[config.mk]
export PLATFORM = sky130hd
export DESIGN_NAME = cdiv_back
export DESIGN_NICKNAME = d
export VERILOG_FILES = /design/src/rtl/core/cdiv_pkg.sv /design/src/rtl/core/cdiv_back.sv
export SDC_FILE = /design/constraint.sdc
export NUM_CORES = 1
export LEC_CHECK = 0
export ABC_AREA = 1
export BUFFER_PORTS_ARGS = -buffer_cell sky130_fd_sc_hd__buf_2
export CORE_MARGIN = 2
export CORE_UTILIZATION = 30
export CTS_BUF_LIST = sky130_fd_sc_hd__clkbuf_16
export CTS_CLUSTER_SIZE = 40
export DETAILED_ROUTE_END_ITERATION = 6
export HOLD_SLACK_MARGIN = 0.08
export PLACE_DENSITY = 0.46
export SYNTH_ARGS = -nofsm -noshare
export SYNTH_HDL_FRONTEND = slang
export SYNTH_SLANG_ARGS = --single-unit
export TNS_END_PERCENT = 1
[constraint.sdc]
create_clock -name clk -period 7.85 [get_ports clk]
set_input_delay 2.355 -clock clk [delete_from_list [all_inputs] [get_ports clk]]
set_output_delay 2.355 -clock clk [all_outputs]
set_load 0.01 [all_outputs]
[src/rtl/core/cdiv_pkg.sv]
// ----------------------------------------------------------------------------
// Complex divider package
// Types shared by the front end, the division cells and the output stage.
// ----------------------------------------------------------------------------
package cdiv_pkg;

  // Per-word status that travels alongside the division data.
  typedef struct packed {
    logic zero;    // divisor magnitude is zero
    logic neg_re;  // real numerator is negative
    logic neg_im;  // imaginary numerator is negative
  } cdiv_flags_t;

endpackage

[src/rtl/core/cdiv_back.sv]
// ----------------------------------------------------------------------------
// Complex divider output stage
// Clamps each quotient magnitude to the signed range, restores the sign,
// applies the zero-divisor rule and holds the result word for the consumer.
// ----------------------------------------------------------------------------
module cdiv_back #(
  parameter int DATA_WIDTH = 16
) (
  input  logic                          clk,
  input  logic                          rst_n,
  input  logic                          up_valid,
  output logic                          up_ready,
  input  logic [DATA_WIDTH:0]           up_q_re,
  input  logic [DATA_WIDTH:0]           up_q_im,
  input  cdiv_pkg::cdiv_flags_t         up_flags,
  output logic                          dn_valid,
  input  logic                          dn_ready,
  output logic signed [DATA_WIDTH-1:0]  quotient_real,
  output logic signed [DATA_WIDTH-1:0]  quotient_imag,
  output logic                          divisor_zero,
  output logic                          saturated
);
  import cdiv_pkg::*;

  localparam logic [DATA_WIDTH-1:0] ONE = {{(DATA_WIDTH-1){1'b0}}, 1'b1};

  logic                  valid_r;
  logic [DATA_WIDTH-1:0] lim_re, lim_im;
  logic [DATA_WIDTH-1:0] qc_re, qc_im;
  logic                  sat_re, sat_im;
  logic [DATA_WIDTH-1:0] q_re_r, q_im_r, q_re_nxt, q_im_nxt;
  logic                  zero_r, sat_r, zero_nxt, sat_nxt;

  assign up_ready = !valid_r || dn_ready;

  // The limit is 2^(W-1) for a negative part and 2^(W-1)-1 otherwise. The
  // top quotient bit means the magnitude reached 2^W and always clamps.
  always_comb begin
    lim_re = {up_flags.neg_re, {(DATA_WIDTH-1){!up_flags.neg_re}}};
    lim_im = {up_flags.neg_im, {(DATA_WIDTH-1){!up_flags.neg_im}}};
    sat_re = up_q_re[DATA_WIDTH] || (up_q_re[DATA_WIDTH-1:0] > lim_re);
    sat_im = up_q_im[DATA_WIDTH] || (up_q_im[DATA_WIDTH-1:0] > lim_im);
    qc_re  = sat_re ? lim_re : up_q_re[DATA_WIDTH-1:0];
    qc_im  = sat_im ? lim_im : up_q_im[DATA_WIDTH-1:0];
    if (up_flags.zero) begin
      q_re_nxt = '0;
      q_im_nxt = '0;
      sat_nxt  = 1'b0;
    end else begin
      q_re_nxt = up_flags.neg_re ? (~qc_re + ONE) : qc_re;
      q_im_nxt = up_flags.neg_im ? (~qc_im + ONE) : qc_im;
      sat_nxt  = sat_re || sat_im;
    end
    zero_nxt = up_flags.zero;
  end

  always_ff @(posedge clk) begin
    if (!rst_n) begin
      valid_r <= 1'b0;
    end else if (up_ready) begin
      valid_r <= up_valid;
    end
  end

  always_ff @(posedge clk) begin
    if (up_ready && up_valid) begin
      q_re_r <= q_re_nxt;
      q_im_r <= q_im_nxt;
      zero_r <= zero_nxt;
      sat_r  <= sat_nxt;
    end
  end

  assign dn_valid      = valid_r;
  assign quotient_real = q_re_r;
  assign quotient_imag = q_im_r;
  assign divisor_zero  = zero_r;
  assign saturated     = sat_r;

endmodule

# After elaboration in Yosys (flattened, before gate mapping)
# Cells that the tools add are included.
dict set report word_totals {
  register_bits 35
  output_inout_bits 36
  elab_cells 23
}
dict set report op_classes {
  n_addsub 2
  order_cmp 2
  mux 4
  bitwise_logic 2
  reduce_logical 8
}
# cell n
set ops {}
lappend ops {{2-to-1 mux 16 bit} 4}
lappend ops {{adder 16 x 1 -> 16 bit (second input constant)} 2}
lappend ops {{greater-than comparator 16 bit} 2}
lappend ops {{inverter 16 bit} 2}
lappend ops {{logical OR 1 bit} 4}
lappend ops {{zero test 1 bit} 3}
lappend ops {{logical AND 1 bit} 1}

# Depth between registers and ports, before layout
dict set report logic_depth {
  depth_word 7
  mapped_depth 26
  ltp_nobuf 24
}

# Worst setup path after synthesis
# Ideal clock, no wire load.
dict set report synth_timing {
  path_kind {input to register}
  startpoint {input up_flags[0] (netlist bit)}
  endpoint {register q_im_r[14], in the netlist quotient_imag[14], data pin}
  setup_ns 0.255
  arrival_ns 4.865
  required_ns 7.595
  setup_slack_ns 2.731
  stages 18
  path_buffers 2
  path_cell_list {buf_2 > clkinv_1 > ha_1 > nand2_2 > nor3_2 > nand3_2 > nand2_4 > nand2_4 > nand2_8 > buf_6 > o21ai_0 > inv_1 > ha_1 > nand2_1 > nor3_4 > nand3_2 > a21oi_1 > nor2_1}
}
dict set report synth_between {
  elab_chain_cells 7
}
# element line
set synth_rtl {}
lappend synth_rtl {{start, declared} cdiv_back.sv:15} ;# input cdiv_pkg::cdiv_flags_t up_flags,
lappend synth_rtl {{zero test 1 bit} cdiv_back.sv:40} ;# lim_im = {up_flags.neg_im, {(DATA_WIDTH-1){!up_flags.neg_im}}};
lappend synth_rtl {{greater-than comparator 16 bit} cdiv_back.sv:42} ;# sat_im = up_q_im[DATA_WIDTH] || (up_q_im[DATA_WIDTH-1:0] > lim_im);
lappend synth_rtl {{logical OR 1 bit} cdiv_back.sv:42}
lappend synth_rtl {{2-to-1 mux 16 bit} cdiv_back.sv:44} ;# qc_im = sat_im ? lim_im : up_q_im[DATA_WIDTH-1:0];
lappend synth_rtl {{inverter 16 bit} cdiv_back.sv:51} ;# q_im_nxt = up_flags.neg_im ? (~qc_im + ONE) : qc_im;
lappend synth_rtl {{adder 16 x 1 -> 16 bit} cdiv_back.sv:51}
lappend synth_rtl {{2-to-1 mux 16 bit (*)} cdiv_back.sv:51}
lappend synth_rtl {{end signal, assigned} cdiv_back.sv:68} ;# q_im_r <= q_im_nxt;
lappend synth_rtl {{end, declared} cdiv_back.sv:31} ;# logic [DATA_WIDTH-1:0] q_re_r, q_im_r, q_re_nxt, q_im_nxt;
# Mark *: on every way between the ends. The rest lies on a longest branch, timed or not.
# A chain may end at the register's enable or synchronous reset.

# Worst setup path in the final report
dict set report layout_timing {
  startpoint {input up_flags[0] (netlist bit)}
  endpoint {register q_im_r[10], in the netlist quotient_imag[10], data pin}
}
# Same word-level chain as after synthesis.

==> impl_metrics.env <==
export IMPL_status="finished clean"
export IMPL_firstDrtPassIters=5
export IMPL_synth_cells=451
export IMPL_insertedDiodeCount=0
export IMPL_syn_avg_cell_area_um2=7.518
export IMPL_synthTopCellsByArea="edfxtp_1 (30%), ha_1 (13%), nand2_1 (11%)"
export IMPL_core_area_um2=10940
export IMPL_ff2ff_path_depth=1
export IMPL_drv_slew=0
export IMPL_cts_clk_slew_worst_paths_ns=0.05
export IMPL_cp_end_kind="flop"
export IMPL_worstSetupPathType="in -> reg"
export IMPL_synth_edf_count=34
export IMPL_drc=0
export IMPL_rsz0062_at_grt="no"
export IMPL_power_leakage_nw=1.989
export IMPL_antenna_found_initial=0
export IMPL_setup_tns_ns=0
export IMPL_start_kind="input pin"
export IMPL_cts_sinks=35
export IMPL_htree_num_levels=2
export IMPL_holdPathStages=2
export IMPL_fin_skew_ns=0.009750
export IMPL_cp_max_fo=33
export IMPL_synth_top_flop_cell="edfxtp_1"
export IMPL_yosys_warnings=0
export IMPL_grt_pass1_vias=2910
export IMPL_finalPower_mw=0.6240
export IMPL_drt_iter0_drc=173
export IMPL_die_area_um2=12170
export IMPL_grt_max_degree=35
export IMPL_synthToLayoutAreaGrowth_pct=18.27
export IMPL_routabilityCongestion=0.8183
export IMPL_yosysUniqueCellTypes=39
export IMPL_max_freq_ghz=0.1774
export IMPL_wl_um=8912
export IMPL_dp_hpwl_um=6923
export IMPL_async_flop_share_pct=0
export IMPL_drv_cap=0
export IMPL_wl_per_cell_um=13.46
export IMPL_vias=3205
export IMPL_rows=38
export IMPL_setup_viol=0
export IMPL_post_cts_resized=0
export IMPL_drive_gt1_share_pct=23.95
export IMPL_place_area_um2=3872
export IMPL_power_density_nw_per_um2=155.6
export IMPL_synth_seq_cells=35
export IMPL_required_ns=7.88
export IMPL_insertion_delay_ns=0.28
export IMPL_tightestPinTransition_ns=1.109
export IMPL_synth_nets=526
export IMPL_final_period_utilization_pct=71.81
export IMPL_cts_tree="done"
export IMPL_design_area_um2=4010
export IMPL_arrival_ns=5.66
export IMPL_cts_setup_buffers=0
export IMPL_ant_nets=0
export IMPL_relSlewSlack_pct=25.88
export IMPL_grt_pass1_wl_um=14210
export IMPL_postCtsHoldBufs=0
export IMPL_post_route_util_pct=36.67
export IMPL_syn_area_um2=3391
export IMPL_portBuffers=76
export IMPL_grt_overflow=0
export IMPL_viasPerCell=4.841
export IMPL_hold_path_class="reg -> reg"
export IMPL_cts_root_buf="clkbuf_16"
export IMPL_vdd_drop_max_v=0.00008626
export IMPL_hold_viol_final=0
export IMPL_cts_buffers=5
export IMPL_finalCriticalPeriod_ns=5.637
export IMPL_die_h_um=110.3
export IMPL_ys_seq_area_share_pct=30.70
export IMPL_synth_top_cell_area_share_pct=30.11
export IMPL_start_util_pct=31.01
export IMPL_die_x_um=110.3
export IMPL_yosys_area_top_type="edfxtp_1"
export IMPL_grt_usage_pct=14.97
export IMPL_fin_nets=596
export IMPL_ioPinCount=77
export IMPL_clockBufferDepth=2
## synthesized netlist by cell type (3+ instances only)
| cell | count |
|---|---|
| a21oi_1 | 33 |
| buf_2 | 5 |
| buf_6 | 4 |
| clkbuf_1 | 3 |
| edfxtp_1 | 34 |
| ha_1 | 34 |
| inv_1 | 45 |
| nand2_1 | 97 |
| nand2_2 | 6 |
| nand2_4 | 6 |
| nand3_1 | 44 |
| nand3_2 | 9 |
| nand3b_1 | 3 |
| nand4_1 | 7 |
| nor2_1 | 57 |
| nor2_2 | 7 |
| nor3_1 | 3 |
| o211ai_1 | 7 |
| o21ai_0 | 17 |
## placed cells by master, fill, tap and decap left out, types with 3 or more instances in the layout
master     count
a21oi_1       32
nor2_1        57
nand2_1       97
o21ai_0       17
nor3_1         3
edfxtp_1      34
inv_1         46
nand2_2        6
nand3b_1       3
nor2_2         7
nand2_4        6
nand3_2        9
clkinv_1       3
buf_2         76
ha_1          34
nand3_1       44
o211ai_1       7
clkbuf_16      5
nand4_1        7
## final timing paths
check	startpoint	end	slack, ns
setup / recovery	up_flags[0]	quotient_imag[10]$_SDFFCE_PP0P_	2.21
hold reg to reg	dn_valid$_SDFFE_PN0N_	dn_valid$_SDFFE_PN0N_	0.55
hold / removal	dn_valid$_SDFFE_PN0N_	dn_valid$_SDFFE_PN0N_	0.55
setup reg to reg	dn_valid$_SDFFE_PN0N_	divisor_zero$_DFFE_PP_	6.25
## state kept, by name, summed over array words and instances, names as in the netlist
signal / flops
quotient_imag: 16
quotient_real: 16
divisor_zero: 1
dn_valid: 1
saturated: 1
## critical path: stages
cell and delay, ns:
buf_2 0.07, buf_4 0.33, clkinv_1 0.44, ha_1 0.45
a21oi_1 0.15, o21ai_1 0.08, a21oi_1 0.15, nand2_2 0.09
nand2_4 0.18, nand2_4 0.12, nand2_8 0.18, nand2_2 0.11
inv_1 0.09, ha_1 0.16, nand2_1 0.12, nor2_2 0.23
nand3b_1 0.10, nand2_1 0.08, nand2_1 0.05, nand2_1 0.05
nor2_1 0.05
## cells by family (layout without fill, tap and decap cells)
kind of cell,count (synthesis),in the layout,share of synthesized area (%)
and+or+nand+nor,245,245,35.50
adders and majority gates,34,34,12.55
DFF,35,35,30.70
buffers and inverters,63,134,8.155
AOI/OAI and AO/OA,74,74,13.10
## power by group
part / leakage (nW) / total [mW] / internal [mW] / switching, mW
logic: 1.57 / 0.210 / 0.0720 / 0.138
clock network: 0.0724 / 0.184 / 0.115 / 0.0691
registers: 0.346 / 0.231 / 0.226 / 0.00471
## routing by layer
metal | vias to the layer above | global-route usage, % | share of wire [%]
met5 | - | 0 | 0
met2 | 68 | 23.23 | 43
met3 | 6 | 2.116 | 4.1
li1 | 1686 | - | -
met4 | 0 | 3.304 | 0.74
met1 | 1445 | 22.02 | 52
## final cells by class
class,instances,area (um^2)
fillers,1169,6925
repair buffers,77,387.9
inverters,49,183.9
multi-input cells,353,2085
clock inverters,3,12.51
flip-flops and latches,35,1041
clock buffers,5,125.1
well taps,140,175.2
## through the flow
stage	worst slack [ns]	hold slack, ns	cells
2_1_floorplan	2.731	0.5953	451
3_3_place_gp	2.012	0.5266	654
3_5_place_dp	1.927	0.5514	654
4_1_cts	2.208	0.5585	662
5_1_grt	1.866	0.6154	662
6_report	2.213	0.5469	662
No activity file was read; power rests on OpenSTA's default activity.
