--- src/rtl/core/cdiv_pkg.sv ---
// ----------------------------------------------------------------------------
// Complex divider package
// Types shared by the front end, the division cells and the output stage.
// ----------------------------------------------------------------------------
package cdiv_pkg;

  // Per-word status that travels alongside the division data.
  typedef struct packed {
    logic zero;    // divisor magnitude is zero
    logic neg_re;  // real numerator is negative
    logic neg_im;  // imaginary numerator is negative
  } cdiv_flags_t;

endpackage

--- src/rtl/core/cdiv_front.sv ---
// ----------------------------------------------------------------------------
// Complex divider front end
// Forms the cross products, the two numerators and the shared denominator,
// then presents scaled magnitudes ready for the division chain.
// ----------------------------------------------------------------------------
module cdiv_front #(
  parameter int DATA_WIDTH = 16,
  parameter int FRAC_BITS  = 8,
  parameter int REM_WIDTH  = 48
) (
  input  logic                          clk,
  input  logic                          rst_n,
  input  logic                          up_valid,
  output logic                          up_ready,
  input  logic signed [DATA_WIDTH-1:0]  a,
  input  logic signed [DATA_WIDTH-1:0]  b,
  input  logic signed [DATA_WIDTH-1:0]  c,
  input  logic signed [DATA_WIDTH-1:0]  d,
  output logic                          dn_valid,
  input  logic                          dn_ready,
  output logic [REM_WIDTH-1:0]          rem_re,
  output logic [REM_WIDTH-1:0]          rem_im,
  output logic [REM_WIDTH-1:0]          dvs,
  output cdiv_pkg::cdiv_flags_t         flags
);
  import cdiv_pkg::*;

  localparam int PW = 2 * DATA_WIDTH;

  // Stage one: six signed products.
  logic                 valid1_r;
  logic                 ready1;
  logic signed [PW-1:0] p_ac_r, p_bd_r, p_bc_r, p_ad_r, p_cc_r, p_dd_r;
  logic signed [PW-1:0] p_ac_nxt, p_bd_nxt, p_bc_nxt, p_ad_nxt, p_cc_nxt, p_dd_nxt;

  // Stage two: numerators and denominator.
  logic                 valid2_r;
  logic                 ready2;
  logic [PW:0]          re_r, im_r, re_nxt, im_nxt;
  logic [PW-1:0]        den_r, den_nxt;

  // Stage three: magnitudes, signs and scaling.
  logic                 valid3_r;
  logic                 ready3;
  logic [PW:0]          mag_re, mag_im;
  logic [REM_WIDTH-1:0] rem_re_r, rem_im_r, dvs_r;
  logic [REM_WIDTH-1:0] rem_re_nxt, rem_im_nxt, dvs_nxt;
  cdiv_flags_t          flags_r, flags_nxt;

  // A stage may load when it is empty or its word moves on.
  assign ready1   = !valid1_r || ready2;
  assign ready2   = !valid2_r || ready3;
  assign ready3   = !valid3_r || dn_ready;
  assign up_ready = ready1;

  // Products are exact at twice the input width.
  always_comb begin
    p_ac_nxt = a * c;
    p_bd_nxt = b * d;
    p_bc_nxt = b * c;
    p_ad_nxt = a * d;
    p_cc_nxt = c * c;
    p_dd_nxt = d * d;
  end

  // Sign-extended sums; the squares are never negative.
  always_comb begin
    re_nxt  = {p_ac_r[PW-1], p_ac_r} + {p_bd_r[PW-1], p_bd_r};
    im_nxt  = {p_bc_r[PW-1], p_bc_r} - {p_ad_r[PW-1], p_ad_r};
    den_nxt = $unsigned(p_cc_r) + $unsigned(p_dd_r);
  end

  // Take magnitudes, scale the numerators by the fraction bits and line the
  // divisor up with the overflow bit of the quotient.
  always_comb begin
    mag_re           = re_r[PW] ? (~re_r + 1'b1) : re_r;
    mag_im           = im_r[PW] ? (~im_r + 1'b1) : im_r;
    rem_re_nxt       = REM_WIDTH'(mag_re[PW-1:0]) << FRAC_BITS;
    rem_im_nxt       = REM_WIDTH'(mag_im[PW-1:0]) << FRAC_BITS;
    dvs_nxt          = REM_WIDTH'(den_r) << DATA_WIDTH;
    flags_nxt.zero   = (den_r == '0);
    flags_nxt.neg_re = re_r[PW];
    flags_nxt.neg_im = im_r[PW];
  end

  // Valid flags for the three stages.
  always_ff @(posedge clk) begin
    if (!rst_n) begin
      valid1_r <= 1'b0;
      valid2_r <= 1'b0;
      valid3_r <= 1'b0;
    end else begin
      if (ready1) begin
        valid1_r <= up_valid;
      end
      if (ready2) begin
        valid2_r <= valid1_r;
      end
      if (ready3) begin
        valid3_r <= valid2_r;
      end
    end
  end

  // Data registers load only when a word actually moves in.
  always_ff @(posedge clk) begin
    if (ready1 && up_valid) begin
      p_ac_r <= p_ac_nxt;
      p_bd_r <= p_bd_nxt;
      p_bc_r <= p_bc_nxt;
      p_ad_r <= p_ad_nxt;
      p_cc_r <= p_cc_nxt;
      p_dd_r <= p_dd_nxt;
    end
    if (ready2 && valid1_r) begin
      re_r  <= re_nxt;
      im_r  <= im_nxt;
      den_r <= den_nxt;
    end
    if (ready3 && valid2_r) begin
      rem_re_r <= rem_re_nxt;
      rem_im_r <= rem_im_nxt;
      dvs_r    <= dvs_nxt;
      flags_r  <= flags_nxt;
    end
  end

  assign dn_valid = valid3_r;
  assign rem_re   = rem_re_r;
  assign rem_im   = rem_im_r;
  assign dvs      = dvs_r;
  assign flags    = flags_r;

endmodule

--- config.mk ---
export PLATFORM = sky130hd
export DESIGN_NAME = cdiv_front
export DESIGN_NICKNAME = d
export VERILOG_FILES = /design/src/rtl/core/cdiv_pkg.sv /design/src/rtl/core/cdiv_front.sv
export SDC_FILE = /design/constraint.sdc
export NUM_CORES = 2
export LEC_CHECK = 0
export BUFFER_PORTS_ARGS = -buffer_cell sky130_fd_sc_hd__buf_2
export CORE_ASPECT_RATIO = 0.75
export CORE_MARGIN = 3
export CORE_UTILIZATION = 66
export CTS_CLUSTER_DIAMETER = 60
export DETAILED_ROUTE_END_ITERATION = 7
export PLACE_DENSITY = 0.94
export SETUP_SLACK_MARGIN = 0.1
export SYNTH_ARGS = -nofsm -noshare
export SYNTH_HDL_FRONTEND = slang
export SYNTH_SLANG_ARGS = --single-unit
--- constraint.sdc ---
create_clock -name clk -period 18.1 [get_ports clk]
set_clock_uncertainty 0.2 [all_clocks]
set_input_delay 3.62 -clock clk [delete_from_list [all_inputs] [get_ports clk]]
set_output_delay 3.62 -clock clk [all_outputs]
set_load 0.03 [all_outputs]
Yosys cells after proc, flatten, opt, wreduce, memory -nomap -nowiden. Index checks and enable logic that the tools add are counted.

Output and inout bits: 149. Bits in registers: 392. Input bits: 68. Logic and storage cells: 43.

Add/sub/neg operators: 5. Muxes and demuxes: 2. Bitwise logic cells: 2. Multiply operators: 6. Reduce and logical (&&, ||, !) cells: 10.

Operators with widths (number): multiplier 16 x 16 -> 32 bit (6); adder 32 x 1 -> 32 bit, second input constant (2); two-way mux 32 bit (2); inverter 32 bit (2); adder 32 x 32 -> 33 bit (1); subtractor 32 x 32 -> 33 bit (1); adder 32 bit (1); logical NOT 32 bit (1); logical AND 1 bit (3); logical NOT 1 bit (3); logical OR 1 bit (3).

Logic depth before layout (Yosys ltp).
Word-level depth: 5. Depth in mapped cells: 26. Depth with buffers taken out: 25.

Worst setup path after synthesis. Ideal clock, no wire load.

Path type: input port to flip-flop. From: input port dn_ready. To: register p_ac_r[0] (enable). Stages on the path: 2. Data required time: 17046 ps. Setup slack: 3890 ps. Arrival time: 13156 ps. Cells stage by stage: nor2b_1 -> a31oi_1.

Cells in the longest elaborated chain, start to end: 4.

Ends and longest elaborated chain: from (decl) (RTL line cdiv_front.sv:20) `input logic dn_ready,`; logical OR 1 bit (RTL line cdiv_front.sv:53) `assign ready3 = !valid3_r || dn_ready;`; logical OR 1 bit (RTL line cdiv_front.sv:52) `assign ready2 = !valid2_r || ready3;`; logical OR 1 bit (RTL line cdiv_front.sv:51) `assign ready1 = !valid1_r || ready2;`; logical AND 1 bit (RTL line cdiv_front.sv:107) `if (ready1 && up_valid) begin`; to (signal assigned) (RTL line cdiv_front.sv:108) `p_ac_r <= p_ac_nxt;`; to (decl) (RTL line cdiv_front.sv:33) `logic signed [PW-1:0] p_ac_r, p_bd_r, p_bc_r, p_ad_r, p_cc_r, p_dd_r;`.

Every way passes these cells. A chain may end at the register's enable or synchronous reset.

Worst setup path in the final report.
From: input port c[15]. To: register p_ac_r[31] (data pin).

Cells in the longest elaborated chain, start to end: 1.

Ends and longest elaborated chain: from (decl) (RTL line cdiv_front.sv:17) `input logic signed [DATA_WIDTH-1:0] c,`; multiplier 16 x 16 -> 32 bit (RTL line cdiv_front.sv:58) `p_ac_nxt = a * c;`; via p_ac_nxt[31] (RTL line cdiv_front.sv:34) `logic signed [PW-1:0] p_ac_nxt, p_bd_nxt, p_bc_nxt, p_ad_nxt, p_cc_nxt, p_dd_nxt;`.

The timed path passes the listed nets, and every way through them passes these cells.

==> results.yml <==
final_layout:
  drive_gt1_frac: 0.0469
  layout.nets: 9740
  register_area_um2: 11700
  syn_to_final_growth_pct: 4.95
  multi_input_area_um2: 54700
  final.fill_count: 7209
critical_path:
  slowest_delay_ns: 0.70
  cp_num_buf_inv: 5
  critPathLaunchType: "input pin"
  end_kind: "flip-flop"
  critical-path-slowest-cell: "o41ai_1"
  crit_required_ns: 18.29
  cpMostUsedCell: "fa_1"
  critPathKind: "in2reg"
  path_cells: "buf_2 -> inv_1 -> buf_4 -> nor2_1 -> fa_1 -> fa_1 -> fa_1 -> fa_1 -> fa_1 -> inv_1 -> fa_1 -> inv_1 -> ha_1 -> a21oi_1 -> o221ai_1 -> a21o_1 -> a21oi_1 -> o31ai_1 -> o41ai_1 -> o21ai_0 -> o41ai_1 -> o21ai_0 -> xnor2_1"
  worst-r2r-cell-count: 13
  critPathMaxFanout: 26
  critical_path_arrival_ns: 11.53
  cp_top_family: "adder cells"
  crit_cells: 23
routing:
  wl_um: 195000
  wl_per_cell_um: 21.4
  drt_iter0_drc: 6186
  drcViolationCount: 0
  vias: 54400
  vias_per_cell: 5.97
  drtAntennaViolNets: 0
  drt_first_pass_iters: 7
clocking:
  cts_tree: "yes"
  cts_buffers: 51
  clockBufferDepth: 3
  cts_hold_buf: 0
  h-tree-depth: 2
  post_cts_buffers: 0
  cts_root_buf: "clkbuf_16"
  cts_sinks: 390
  cts_resized: 0
  clkTransAtPathRegs_ns: 0.06
  clk_latency_ns: 0.69
outcome:
  status: "finished, final reports clean"
place:
  place.port_buffers: 168
  place_congestion: 0.931
  dp_hpwl_um: 144000
synthesis:
  synth_compound_area_frac: 0.0589
  synth_top_area_share: 0.407
  synth.most_common_cell: "inv_1"
  synth.distinct_cells: 78
  netlist_area_um2: 74500
  synth.area.mux_share: 0.000403
  synth-edff-count: 387
  synth_top_family_by_area: "adder cells"
  synth-xor-area-share: 0.0442
  synth_common_cells: "inv_1, fa_1, nand2_1, ha_1, and2_1"
  ys_seq_elements: 390
  avgSynthCellArea_um2: 9.88
  yosysWarningCount: 0
  synth_cells: 7543
  synthAdderAreaFrac: 0.510
  async_flop_share: 0
  synthSimpleGateAreaFrac: 0.117
  synth_top_cells_by_area: "fa_1, edfxtp_1, ha_1"
  ys_seq_area_frac: 0.157
  synth_top_cell_by_area: "fa_1"
  synthFlopType: "edfxtp_1"
global_routing:
  grt_pass1_vias: 60400
  overflow: 0
  grt_use_total: 0.344
  antenna_found_initial: 19
  grt_start_max_net_pins: 70
  grt_pass1_wl_um: 318000
run:
  drv_cap: 0
sta:
  maxSlewHeadroom: 0.175
  timing.fmax_mhz: 88.2
  tightestPinTransition_ns: 1.24
  final_hold_viol_count: 0
  setup_tns_ns: 0
  min_period_ns: 11.34
  period_share: 0.626
  rsz0062_at_grt: "no"
  slew_violations: 0
  setup_violations: 0
floorplanning:
  die_h_um: 297
  core_um2: 112000
  die-area_um2: 117000
  die_w_um: 394
  initial_core_util: 0.667
  rows: 106
  io_pins: 217
worst_hold_path:
  holdCritPathClass: "reg2reg"
  min_path_cells: 0
## cell type report
class	count	area share
multi-input cells	5024	0.699
flip-flops and latches	390	0.149
well taps	1512	0.0242
clock inverters	42	0.00533
diodes	14	0.000448
inverters	1857	0.0891
repair buffers	220	0.0157
clock buffers	52	0.0164
## state kept, by name, indices dropped and copies added, names as in the netlist, 32 cells and up
register and flops:
den_r 32, dvs 32, im_r 33, p_ac_r 32
p_ad_r 32, p_bc_r 32, p_bd_r 32, re_r 33
rem_im 32, rem_re 32
## layout by cell type (no fill, tap or decap), types with 48 or more instances in the layout
| cell | instances |
|---|---|
| conb_1 | 48 |
| nor2_1 | 246 |
| ha_1 | 612 |
| xnor2_1 | 297 |
| a21o_1 | 105 |
| o21ai_0 | 127 |
| clkbuf_16 | 51 |
| a21oi_1 | 191 |
| buf_2 | 169 |
| buf_4 | 51 |
| and2_1 | 536 |
| nand2_1 | 747 |
| edfxtp_1 | 387 |
| fa_1 | 1516 |
| xor2_1 | 79 |
| inv_1 | 1854 |
## final timing paths
check,startpoint,end,slack [ns]
setup / recovery,c[15],p_ac_r[31]$_DFFE_PP_,6.76
setup reg to reg,p_ac_r[0]$_DFFE_PP_,re_r[30]$_DFFE_PP_,13.44
hold / removal,den_r[1]$_DFFE_PP_,dvs[17]$_DFFE_PP_,0.26
hold reg to reg,den_r[1]$_DFFE_PP_,dvs[17]$_DFFE_PP_,0.26
## layer usage
metal	up-vias	global-route usage	part of all wire
met3	881	0.113	0.15
met4	14	0.170	0.060
li1	22700	-	-
met1	26800	0.443	0.34
met2	3984	0.529	0.45
met5	-	0	0.00040
## per-stage QoR
stage                     std cells   util  area, µm²  hold WS [ns]  setup slack, ns
final                          9111  0.700      78200         0.256             6.76
after floorplan                7590      -      74700         0.227             3.89
after global placement         9002  0.685      76500         0.233             6.88
after global routing           9107  0.700      78200         0.275             6.63
after CTS                      9097  0.700      78200         0.256             7.12
after detailed placement       9003  0.685      76500         0.242             6.46
## cell families after synthesis
family          count (synthesis)
compound gates                670
xor+xnor                      376
fa+ha+maj                    2128
buf+inv                      2176
flops                         390
mux                             3
other cells                     1
simple gates                 1799
Power is not shown: default switching activity piles up to over one toggle a cycle in this logic, so the estimate is an artifact.
