==> config.mk <==
export PLATFORM = sky130hd
export DESIGN_NAME = cdiv_cell
export DESIGN_NICKNAME = d
export VERILOG_FILES = /design/src/rtl/core/cdiv_pkg.sv /design/src/rtl/core/cdiv_cell.sv
export SDC_FILE = /design/constraint.sdc
export NUM_CORES = 1
export LEC_CHECK = 0
export BUFFER_PORTS_ARGS = -buffer_cell sky130_fd_sc_hd__buf_2
export CAP_MARGIN = 0
export CORE_UTILIZATION = 40
export CTS_BUF_LIST = sky130_fd_sc_hd__clkbuf_16
export CTS_CLUSTER_SIZE = 14
export DETAILED_ROUTE_END_ITERATION = 7
export GPL_TIMING_DRIVEN = 0
export SYNTH_ARGS = -nofsm -noshare
export SYNTH_HDL_FRONTEND = slang
export SYNTH_SLANG_ARGS = --single-unit
==> constraint.sdc <==
create_clock -name clk -period 6.82 [get_ports clk]
set_input_delay 0.682 -clock clk [delete_from_list [all_inputs] [get_ports clk]]
set_output_delay 0.682 -clock clk [all_outputs]
set_load 0.005 [all_outputs]
==> src/rtl/core/cdiv_pkg.sv <==
// ----------------------------------------------------------------------------
// Complex divider package
// Types shared by the front end, the division cells and the output stage.
// ----------------------------------------------------------------------------
package cdiv_pkg;

  // Per-word status that travels alongside the division data.
  typedef struct packed {
    logic zero;    // divisor magnitude is zero
    logic neg_re;  // real numerator is negative
    logic neg_im;  // imaginary numerator is negative
  } cdiv_flags_t;

endpackage

==> src/rtl/core/cdiv_cell.sv <==
// ----------------------------------------------------------------------------
// Complex divider cell
// One restoring division step for both quotient parts: compare, subtract,
// record the quotient bit and halve the aligned divisor for the next cell.
// ----------------------------------------------------------------------------
module cdiv_cell #(
  parameter int DATA_WIDTH = 16,
  parameter int REM_WIDTH  = 48
) (
  input  logic                   clk,
  input  logic                   rst_n,
  input  logic                   up_valid,
  output logic                   up_ready,
  input  logic [REM_WIDTH-1:0]   up_rem_re,
  input  logic [REM_WIDTH-1:0]   up_rem_im,
  input  logic [REM_WIDTH-1:0]   up_dvs,
  input  logic [DATA_WIDTH:0]    up_q_re,
  input  logic [DATA_WIDTH:0]    up_q_im,
  input  cdiv_pkg::cdiv_flags_t  up_flags,
  output logic                   dn_valid,
  input  logic                   dn_ready,
  output logic [REM_WIDTH-1:0]   dn_rem_re,
  output logic [REM_WIDTH-1:0]   dn_rem_im,
  output logic [REM_WIDTH-1:0]   dn_dvs,
  output logic [DATA_WIDTH:0]    dn_q_re,
  output logic [DATA_WIDTH:0]    dn_q_im,
  output cdiv_pkg::cdiv_flags_t  dn_flags
);
  import cdiv_pkg::*;

  logic                 valid_r;
  logic                 ge_re, ge_im;
  logic [REM_WIDTH-1:0] rem_re_r, rem_im_r, dvs_r;
  logic [REM_WIDTH-1:0] rem_re_nxt, rem_im_nxt, dvs_nxt;
  logic [DATA_WIDTH:0]  q_re_r, q_im_r, q_re_nxt, q_im_nxt;
  cdiv_flags_t          flags_r;

  assign up_ready = !valid_r || dn_ready;

  // Both parts share the divisor, so one shift serves the two lanes.
  always_comb begin
    ge_re      = (up_rem_re >= up_dvs);
    ge_im      = (up_rem_im >= up_dvs);
    rem_re_nxt = ge_re ? (up_rem_re - up_dvs) : up_rem_re;
    rem_im_nxt = ge_im ? (up_rem_im - up_dvs) : up_rem_im;
    q_re_nxt   = {up_q_re[DATA_WIDTH-1:0], ge_re};
    q_im_nxt   = {up_q_im[DATA_WIDTH-1:0], ge_im};
    dvs_nxt    = up_dvs >> 1;
  end

  always_ff @(posedge clk) begin
    if (!rst_n) begin
      valid_r <= 1'b0;
    end else if (up_ready) begin
      valid_r <= up_valid;
    end
  end

  always_ff @(posedge clk) begin
    if (up_ready && up_valid) begin
      rem_re_r <= rem_re_nxt;
      rem_im_r <= rem_im_nxt;
      dvs_r    <= dvs_nxt;
      q_re_r   <= q_re_nxt;
      q_im_r   <= q_im_nxt;
      flags_r  <= up_flags;
    end
  end

  assign dn_valid  = valid_r;
  assign dn_rem_re = rem_re_r;
  assign dn_rem_im = rem_im_r;
  assign dn_dvs    = dvs_r;
  assign dn_q_re   = q_re_r;
  assign dn_q_im   = q_im_r;
  assign dn_flags  = flags_r;

endmodule

# ---- Word-level counts from Yosys, hierarchy flattened
# Index checks and enable logic that the tools add are counted.
dict set report totals {
  ff_bits 181
  output_inout_bits 183
  wordCells 18
}
dict set report op_classes {
  n_addsub 2
  order_cmp 2
  muxes 2
  n_reduce_logical 3
}
# operator count
set op_table {}
lappend op_table {{$ge 48x48->1} 2}
lappend op_table {{$mux 48} 2}
lappend op_table {{$sub 48x48->48} 2}
lappend op_table {{$logic_and 1x1->1} 1}
lappend op_table {{$logic_not 1->1} 1}
lappend op_table {{$logic_or 1x1->1} 1}

# ---- Logic depth before layout (Yosys ltp)
# Gate-level depths: netlist (run 1).
dict set report logic_depth {
  word_depth 3
  mapped_depth 16
}

# ---- Least setup slack after synthesis (run 1)
# OpenSTA, ideal clock, no wires.
dict set report synth_timing {
  path_type {input-to-reg}
  from {in dn_ready}
  to {reg dvs_r[0] (netlist: dn_dvs[0]) (enable)}
  setup_ns 0.562
  arrival_ns 4.951
  required_ns 6.258
  path_slack_ns 1.307
  path_stages 2
  n_path_buf 0
  path_cell_list {nand2b_1 and2_1}
}
dict set report synth_between {
  elab_chain_len 2
}
# item line_no
set synth_lines {}
lappend synth_lines {{start: declaration} cdiv_cell.sv:21} ;# input logic dn_ready,
lappend synth_lines {{$logic_or 1x1->1} cdiv_cell.sv:38} ;# assign up_ready = !valid_r || dn_ready;
lappend synth_lines {{$logic_and 1x1->1} cdiv_cell.sv:60} ;# if (up_ready && up_valid) begin
lappend synth_lines {{end signal: assignment} cdiv_cell.sv:63} ;# dvs_r <= dvs_nxt;
lappend synth_lines {{end: declaration} cdiv_cell.sv:33} ;# logic [REM_WIDTH-1:0] rem_re_r, rem_im_r, dvs_r;
# Every way passes these cells.
# A chain may end at the register's enable or synchronous reset.

# ---- Worst setup path after layout (run 1)
dict set report layout_timing {
  from {in up_dvs[21]}
  to {reg rem_im_r[41] (netlist: dn_rem_im[41]), data pin}
}
dict set report layout_between {
  elab_chain_len 2
  word_cells_on_any_way 3
  cone_classes {1 x add/sub; 1 x order compare; 1 x mux}
}
# item line_no
set layout_lines {}
lappend layout_lines {{start: declaration} cdiv_cell.sv:16} ;# input logic [REM_WIDTH-1:0] up_dvs,
lappend layout_lines {{$sub 48x48->48 or $ge 48x48->1 (tied branches)} {cdiv_cell.sv:45, cdiv_cell.sv:43}}
lappend layout_lines {{$mux 48 *} cdiv_cell.sv:45} ;# rem_im_nxt = ge_im ? (up_rem_im - up_dvs) : up_rem_im;
lappend layout_lines {{named net rem_im_nxt[41]} cdiv_cell.sv:34} ;# logic [REM_WIDTH-1:0] rem_re_nxt, rem_im_nxt, dvs_nxt;
lappend layout_lines {{end signal: assignment} cdiv_cell.sv:62} ;# rem_im_r <= rem_im_nxt;
lappend layout_lines {{end: declaration} cdiv_cell.sv:33}
# The timed path passes the listed nets; every way through them passes the cells marked *.

==> results of run 1 <==
critical path: stages:
cell      delay [ns]
buf_2           0.09
inv_1           0.09
ha_1            0.28
buf_2           0.19
nand4_1         0.20
nor3_1          0.69
and4_1          0.32
a21bo_1         0.26
and3_1          0.16
or2_1           0.23
buf_6           0.15
clkinv_4        0.15
buf_6           0.24
nor2_1          0.06
nor3_1          0.30
cell type report:
type / count / area [µm²]
buffer: 63 / 328
sequential: 181 / 5430
timing repair buffer: 366 / 1880
clock inverter: 15 / 161
clock buffer: 17 / 425
inverter: 82 / 313
multi-input combinational: 999 / 6550
tap: 396 / 495
fill: 2941 / 15300
stage by stage:
step                      setup WS (ns)  instances  hold WS (ns)  utilization, %  cell area, µm²
after floorplan                    1.31       1325         0.537               -           12600
after global placement           -0.480       2085         0.504            48.4           14900
after detailed placement           2.51       2087         0.535            48.6           15000
after CTS                          2.97       2119         0.374            50.5           15600
after global routing               2.81       2119         0.377            50.5           15600
final                              2.94       2119         0.406            50.5           15600
flip-flops by register name, summed over array words and instances (netlist names):
signal	cells
dn_dvs	47
dn_flags	3
dn_q_im	17
dn_q_re	17
dn_rem_im	48
dn_rem_re	48
dn_valid	1
routing by layer:
metal,vias up,global-route usage (%)
met5,-,0
met4,2,5.48
met3,30,5.23
met2,405,41.0
met1,5350,34.5
li1,5650,-
power groups by stage:
| stage | clock network, mW | registers, mW | logic (mW) |
|---|---|---|---|
| 2_1_floorplan | 0 | 1.43 | 0.616 |
| 3_5_place_dp | 0 | 1.40 | 1.01 |
| 3_3_place_gp | 0 | 1.42 | 1.00 |
| 5_1_grt | 1.07 | 1.39 | 1.13 |
| 6_report | 1.01 | 1.38 | 1.02 |
| 4_1_cts | 1.04 | 1.38 | 1.02 |
cells by family (layout without fill, tap and decap cells):
family          count (synthesis)  after routing  share of synthesized area [%]
compound gates                431            431                           21.8
simple gates                  392            392                           14.7
flops                         181            181                           43.0
buf+inv                       145            543                           5.08
fa+ha+maj                      98             98                           9.84
xor+xnor                       71             71                           4.93
mux                             6              6                          0.536
other cells                     1              1                         0.0297
layout by cell type (no fill, tap or decap), types with 11 or more instances in the layout:
master	instances
o21bai_1	27
clkbuf_16	17
a21oi_1	136
nor2_1	93
buf_2	384
o31ai_1	23
nand3_1	24
ha_1	96
nor3_1	25
inv_1	81
nand2_1	139
o21ai_0	87
nand4_1	28
nor2b_1	11
xnor2_1	45
o21a_1	19
a21o_1	59
edfxtp_1	180
clkbuf_1	30
xor2_1	26
and3_1	11
final timing paths:
path	to	slack, ns	depth (start not counted)
max	dn_rem_im[41]	2.94	15
max reg2reg	dn_rem_re[5]	5.01	3
min reg2reg	dn_valid	0.54	2
min	dn_q_im[10]	0.41	1
==> run metrics, run 1 <==
status=finished, violations left; failing checks=design-rule violations; setup TNS=0 ns; Yosys cell types=79; core area=a little over 0.03 mm²; Setup Viol. Count Final=0; critical path class=in2reg; row count=between 60 and 70; Worst Setup SP=up_dvs[21]; Fin Clk Skew=approximately 0.007 ns; Port Buffers=approximately 360; Pwr Total=around 3.4 mW; Clock transition at path regs=about 0.07 ns; Critical Path Sink Type=flop; first-pass GRT wire length=62.3 mm; Synth Register Bits=about 180; initial antenna violation count=1; synthesized instance count=1325; Int Pwr=2.33 mW; slew margin rel.=roughly 37%; NetSw=1.08 mW; PostCTS Resize Cnt=0; Met3 Wirelength=2.49 mm; overflow left after global routing=0; sequential area share after synthesis=between 40% and 50%; Hold Path Class=in2reg; Longest Clk Path Bufs=2; Sinks on Clock Net=between 150 and 200; leakage power=7.04 nW; area grow syn2layout=23.5%; vias in the first global route=11000; Die Span Y=180 µm; CP arrival=a little over 4 ns; Max Clock Freq=258 MHz; dpl hpwl=around 33 mm; critical path required time=a little over 7 ns; # H-tree levels=4; die area=between 0.03 and 0.04 mm²; max-cap violations=0; min Tclk post-route=roughly 3.9 ns; CP Max Fanout=10; Metal-1 WL=19.2 mm; Root Driver=clkbuf_16; share of the synthesized area in the top cell type=~43%; fraction of layout cells with a size suffix above 1=roughly a quarter; Synth area leader=edfxtp_1; pwr dens=between 200 and 250 mW/mm²; diode count=0; largest net degree at the start of global routing=70; via/cell ratio=5.40; worst skew pair latency=about 0.45 ns; DR WL met2=roughly 19 mm; YS warnings=0; top cells by instance count after synthesis=edfxtp_1 (180), nand2_1 (139), a21oi_1 (136); gpl congestion=between 0.8 and 0.9; # Post-CTS Setup Buffers=0; fin crit share=a little under three fifths; clock network fraction of total power=slightly below 30%; Peak supply drop=0.166 mV; final hold vios=0; Critical Path Start Type=primary input; Mapped Nets=about 1600; Vias=approximately 11000; DRC violations left=27; Flop pwr share=40.4%; routed len/inst=19.3 µm; Sw Ratio=roughly a third; Max Slew Vio Count=0; Synth area leaders=edfxtp_1 (43%), ha_1 (9.5%), a21oi_1 (5.4%); dominant synthesized flop cell=edfxtp_1; post-route ant nets=0; number of synthesized flops with an enable pin=180; worst slew pin tran=between 0.9 and 1 ns; post-synthesis async set-or-reset flop share=0%; FF-to-FF Start=dn_valid; Comb power frac=a little under a third; synthesized area per cell=about 9.5 µm²; Worst Hold Launch=up_q_im[9]; CTS tree=done; Top Metal Used=met5; Post-Syn Area=about 0.013 mm²; Num CTS Buffers=17; Nets=roughly 2000; Starting DRT DRC Count=approximately 860; leading cell type by number of instances after synthesis=edfxtp_1; total wire length=40.9 mm; drt pass-1 iters=7; IO Pins=368; Hold Buf Count CTS=0; All-Layer GR Usage=around 25%; Die X=roughly 180 µm; RSZ-0062 raised after global routing=no; initial core utilization=slightly above 40%
No activity file was read; power rests on OpenSTA's default activity.
==> inputs of run 2 (changes only) <==
--- a/config.mk
+++ b/config.mk
@@ -5,6 +5,7 @@
 export SDC_FILE = /design/constraint.sdc
 export NUM_CORES = 1
 export LEC_CHECK = 0
+export ABC_AREA = 1
 export BUFFER_PORTS_ARGS = -buffer_cell sky130_fd_sc_hd__buf_2
 export CAP_MARGIN = 0
 export CORE_UTILIZATION = 40
==> constraint.sdc (replaced) <==
create_clock -name clk -period 3.6 [get_ports clk]
set_input_delay 0.36 -clock clk [delete_from_list [all_inputs] [get_ports clk]]
set_output_delay 0.36 -clock clk [all_outputs]
set_load 0.005 [all_outputs]
==> run metrics, run 2 <==
DRC violations left=0 (-100%); post-route ant nets=0 (unchanged); Yosys cell types=37 (-53%); Fin Clk Skew=0.0167 ns (+0.00973 ns); share of the synthesized area in the top cell type=34.5% (-8.4 points); final worst slack=0.871 ns (-2.07 ns); # H-tree levels=4 (unchanged); commonest non-fill, non-tap cell in the layout=nand2_1; # Post-CTS Setup Buffers=0 (unchanged); status=finished, final reports clean; All-Layer GR Usage=28.6% (+3.4 points); M2 GR Usage=48.3% (+7.3 points); Crit. path cell count=13 (-2); first-pass GRT wire length=83.5 mm (+34%); die area=0.0400 mm² (+24%); largest net degree at the start of global routing=33 (-53%); setup TNS=0 ns (unchanged); gpl congestion=0.954 (+6.3%); slowest library cell on the worst path=ha_1; pre-CTS WS=0.459 ns (-2.06 ns); CP arrival=3.06 ns (-1.05 ns); slew margin rel.=54.4% (+17 points); Max Clock Freq=around 370 MHz; initial antenna violation count=0 (-1); worst-path cell chain=buf_2 -> inv_1 -> ha_1 -> nand2_1 -> nor2_1 -> nand4_1 -> inv_1 -> nand3_2 -> nand4_2 -> buf_8 -> buf_8 -> nand3_1 -> nand2_1; worst skew pair latency=0.48 ns (+0.03 ns); Post-DP Area=0.0183 mm² (+22%); M1 GR Usage=37.7% (+3.2 points); CTS tree=done; Critical Path Sink Type=flop; area grow syn2layout=20.7%; top cells by instance count after synthesis=nand2_1 (917), inv_1 (551), edfxtp_1 (180); most frequent cells in the layout=nand2_1 (917), inv_1 (550), buf_2 (372); via/cell ratio=4.83 (-10%); hold path cells=1 (unchanged); Setup Viol. Count Final=0 (unchanged); fin crit share=about 76%; leading cell type by number of instances after synthesis=nand2_1; Clock transition at path regs=0.07 ns (about the same); core area=0.0386 mm² (+25%); leakage power=10.6 nW (+51%); row count=72 (+13%); Mapped Nets=2672 (+66%); min Tclk post-route=around 2.7 ns; flop2flop setup slack=1.69 ns (-3.32 ns); Die Span Y=200 µm (+11%); Root Driver=clkbuf_16; Longest Clk Path Bufs=2 (unchanged); Starting DRT DRC Count=993 (+15%); Hold Path Class=in2reg; overflow left after global routing=0 (unchanged); YS warnings=0 (unchanged); final hold slack=0.0594 ns (-0.347 ns); dpl hpwl=49.2 mm (+49%); Synth area leaders=edfxtp_1 (34%), nand2_1 (22%), inv_1 (13%); Die X=200 µm (+11%); vias in the first global route=14900 (+35%); total wire length=57.2 mm (+40%); synthesized area per cell=6.56 µm² (-31%); fin area=0.0189 mm² (+22%); Post-Syn Area=0.0157 mm² (+24%); Nets=3061 (+54%); Synth area leader=edfxtp_1; Vias=16000 (+40%); GR Util met3=2.91% (-2.3 points); initial core utilization=40.6% (-0.34 points); Port Buffers=364 (unchanged); Top Family by Delay on Critical Path=simple AND/OR/NAND/NOR gates; Sinks on Clock Net=181 (unchanged); Final Util=49.0% (-1.5 points); critical path required time=3.93 ns (-3.12 ns); GR peak layer=met2; Peak supply drop=0.377 mV (+130%); CP Max Fanout=10 (unchanged); routed len/inst=17.3 µm (-10%); synthesized instance count=2389 (+80%); critical path class=in2reg; Max Slew Vio Count=0 (unchanged); Hold Buf Count CTS=0 (unchanged); cell count of the worst reg-to-reg path=4 (+1); Worst Path Buf+Inv=5 (-1); worst slew pin tran=0.682 ns (-0.252 ns); Num CTS Buffers=17 (unchanged); max-cap violations=0 (unchanged); fraction of layout cells with a size suffix above 1=17.1% (-9.2 points); IO Pins=368 (unchanged); RSZ-0062 raised after global routing=no; diode count=0 (unchanged); sequential area share after synthesis=34.6% (-8.4 points); pwr dens=368 mW/mm² (+68%); dominant synthesized flop cell=edfxtp_1; post-synthesis async set-or-reset flop share=0% (unchanged); drt pass-1 iters=6 (-1); Critical Path Start Type=primary input; number of synthesized flops with an enable pin=180 (unchanged); PostCTS Resize Cnt=0 (unchanged); final hold vios=0 (unchanged); slowest stage delay, CP=0.44 ns (-0.25 ns); Synth Register Bits=181 (unchanged)
## run 2: cell types whose count changed after synthesis, sizes merged, moves of 23 or more
cell,delta
a21o,-57
a21oi,-82
clkbuf,-30
inv,+484
nand2,+785
nand3,+107
nand4,+48
nor2,+96
o21ai,-45
o21bai,-25
o31ai,-23
xnor2,-43
## run 2: layout make-up
class                      instances  area (µm²)
fill                            4109       19700
multi-input combinational       1604        7870
clock buffer                      17         425
timing repair buffer             370        1950
inverter                         573        2150
sequential                       181        5430
clock inverter                    15         211
tap                              518         648
buffer                            31         246
## run 2: worst paths after layout
check,start,end
max,up_dvs[44],dn_rem_re[44]
min,up_q_re[15],dn_q_re[16]
max reg2reg,dn_valid,dn_dvs[19]
min reg2reg,dn_valid,dn_valid
## run 2: power by group
part	switching, mW	leakage (nW)	internal, mW	total, mW
logic	1.48	8.56	0.793	2.28
clock network	0.935	0.310	1.13	2.06
registers	0.0427	1.76	2.57	2.62
## run 2: metrics by stage
stage | std cells | power (mW)
after floorplan | 2389 | 4.06
final | 3309 | 6.96
after global routing | 3309 | 7.34
after global placement | 3271 | 4.90
after CTS | 3309 | 6.98
after detailed placement | 3277 | 4.92
## run 2: cells by family (layout without fill, tap and decap cells)
family	after synthesis	count (layout)	synth area share (%)
compound gates	110	110	3.66
xor+xnor	50	50	2.79
fa+ha+maj	98	98	7.92
buf+inv	604	1006	15.3
flops	181	181	34.6
other cells	1	1	0.0239
simple gates	1345	1345	35.7
## run 2: metal layers
metal | up-vias | wire length [µm]
met1 | 7343 | 25900
met3 | 84 | 2480
li1 | 8124 | -
met2 | 447 | 27100
met4 | 0 | 1720
met5 | - | 0
==> inputs of run 3 (changes only) <==
==> constraint.sdc (replaced) <==
create_clock -name clk -period 2.8 [get_ports clk]
set_input_delay 0.28 -clock clk [delete_from_list [all_inputs] [get_ports clk]]
set_output_delay 0.28 -clock clk [all_outputs]
set_load 0.005 [all_outputs]
==> run metrics, run 3 (synthesis results as in run 2) <==
status=finished, final reports clean; Port Buffers=364 (unchanged); initial core utilization=40.6% (unchanged); total wire length=57.4 mm (+0.31%); most frequent cells in the layout=nand2_1 (917), inv_1 (552), buf_2 (372); Nets=3121 (+2.0%); core area=0.0386 mm² (unchanged); Final Util=50.6% (+1.6 points); CP Max Fanout=10 (unchanged); vias in the first global route=15300 (+2.6%); Setup Viol. Count Final=0 (unchanged); dpl hpwl=49.0 mm (-0.26%); Die X=200 µm (unchanged); leakage power=10.9 nW (+2.5%); area grow syn2layout=24.7%; Starting DRT DRC Count=955 (-3.8%); via/cell ratio=4.79 (-0.97%); # H-tree levels=4 (unchanged); critical path class=in2reg; Critical Path Sink Type=flop; first-pass GRT wire length=83.0 mm (-0.54%); max-cap violations=0 (unchanged); CP arrival=3.00 ns (-0.06 ns); commonest non-fill, non-tap cell in the layout=nand2_1; overflow left after global routing=0 (unchanged); Post-DP Area=0.0183 mm² (about the same); initial antenna violation count=3 (+3); min Tclk post-route=about 2.8 ns; pwr dens=457 mW/mm² (+24%); Fin Clk Skew=0.0200 ns (+0.00331 ns); slew margin rel.=65.0% (+11 points); Critical Path Start Type=primary input; gpl congestion=0.950 (-0.37%); Die Span Y=200 µm (unchanged); Longest Clk Path Bufs=2 (unchanged); fin area=0.0195 mm² (+3.3%); routed len/inst=17.0 µm (-1.6%); CTS tree=done; worst slew pin tran=0.524 ns (-0.158 ns); Sinks on Clock Net=181 (unchanged); IO Pins=368 (unchanged); Max Slew Vio Count=0 (unchanged); Peak supply drop=0.445 mV (+18%); Vias=16100 (+0.92%); DRC violations left=0 (unchanged); Num CTS Buffers=17 (unchanged); die area=0.0400 mm² (unchanged); drt pass-1 iters=5 (-1); setup TNS=0 ns (unchanged); Fill cells=4076 (-0.80%); final hold slack=0.0242 ns (-0.0352 ns); largest net degree at the start of global routing=32 (-3.0%); fin crit share=between 90% and 100%; final hold vios=0 (unchanged); Root Driver=clkbuf_16; Placed Cells=3277 (unchanged); Final Non-Filler Cells=3372 (+1.9%); Clock transition at path regs=0.07 ns (about the same); Max Clock Freq=between 300 and 400 MHz; Hold Path Class=in2reg; critical path required time=3.01 ns (-0.92 ns); worst skew pair latency=0.48 ns (about the same); row count=72 (unchanged); post-route ant nets=0 (unchanged); fraction of layout cells with a size suffix above 1=16.9% (-0.26 points); All-Layer GR Usage=28.5% (-0.13 points)
==> run 3: routing by layer <==
layer  GRT usage (%)  up-vias  wire [µm]
met5               0        -          0
met4            14.4        0       2360
met3            3.34      109       2460
met2            47.1      442      26700
met1            36.7     7379      25800
li1                -     8215          -
==> run 3: worst paths after layout <==
path,startpoint,to,slack (ns),depth (start not counted)
setup / recovery,up_dvs[3],dn_rem_re[44],0.002,16
hold / removal,up_dvs[8],dn_dvs[7],0.02,1
setup reg to reg,dn_valid,dn_rem_re[6],1.00,4
hold reg to reg,dn_valid,dn_valid,0.52,2
==> run 3: area by class of cell <==
class                      count  area, µm²  share of cell area [%]
buffer                        31        246                    1.26
sequential                   181       5430                    27.8
antenna                        3       7.51                  0.0384
clock inverter                15        193                   0.986
multi-input combinational   1604       7910                    40.5
clock buffer                  17        425                    2.18
inverter                     573       2150                    11.0
tap                          518        648                    3.32
timing repair buffer         430       2540                    13.0
==> run 3: timing repair <==
item	CTS	global route
hold buffers	58	0
buffers inserted	0	2
endpoints found under the hold margin	58	0
setup endpoints to repair	0	43
resized for setup	0	7
==> run 3: power by group <==
group / internal [mW] / switching (mW)
clock network: 1.43 / 1.13
logic: 1.07 / 1.93
registers: 3.31 / 0.0557
==> run 3: stage by stage <==
| stage | power (mW) | setup WS, ns |
|---|---|---|
| after floorplan | 5.22 | -0.998 |
| after global placement | 6.30 | -2.23 |
| after detailed placement | 6.32 | -0.210 |
| after CTS | 8.96 | 0.00582 |
| after global routing | 9.43 | -0.00422 |
| final | 8.93 | 0.00184 |
==> run 3: worst max-delay path, cell delays in order <==
cell and delay, ns:
dlygate4sd3_1 0.55, buf_2 0.14, inv_1 0.12, ha_1 0.32
inv_2 0.08, nand2_1 0.07, nand3_1 0.08, nand2_1 0.15
nand2_1 0.12, nand2_2 0.11, nand2_4 0.17, nand4_2 0.16
buf_8 0.19, buf_8 0.16, nand3_1 0.17, nand2_1 0.11
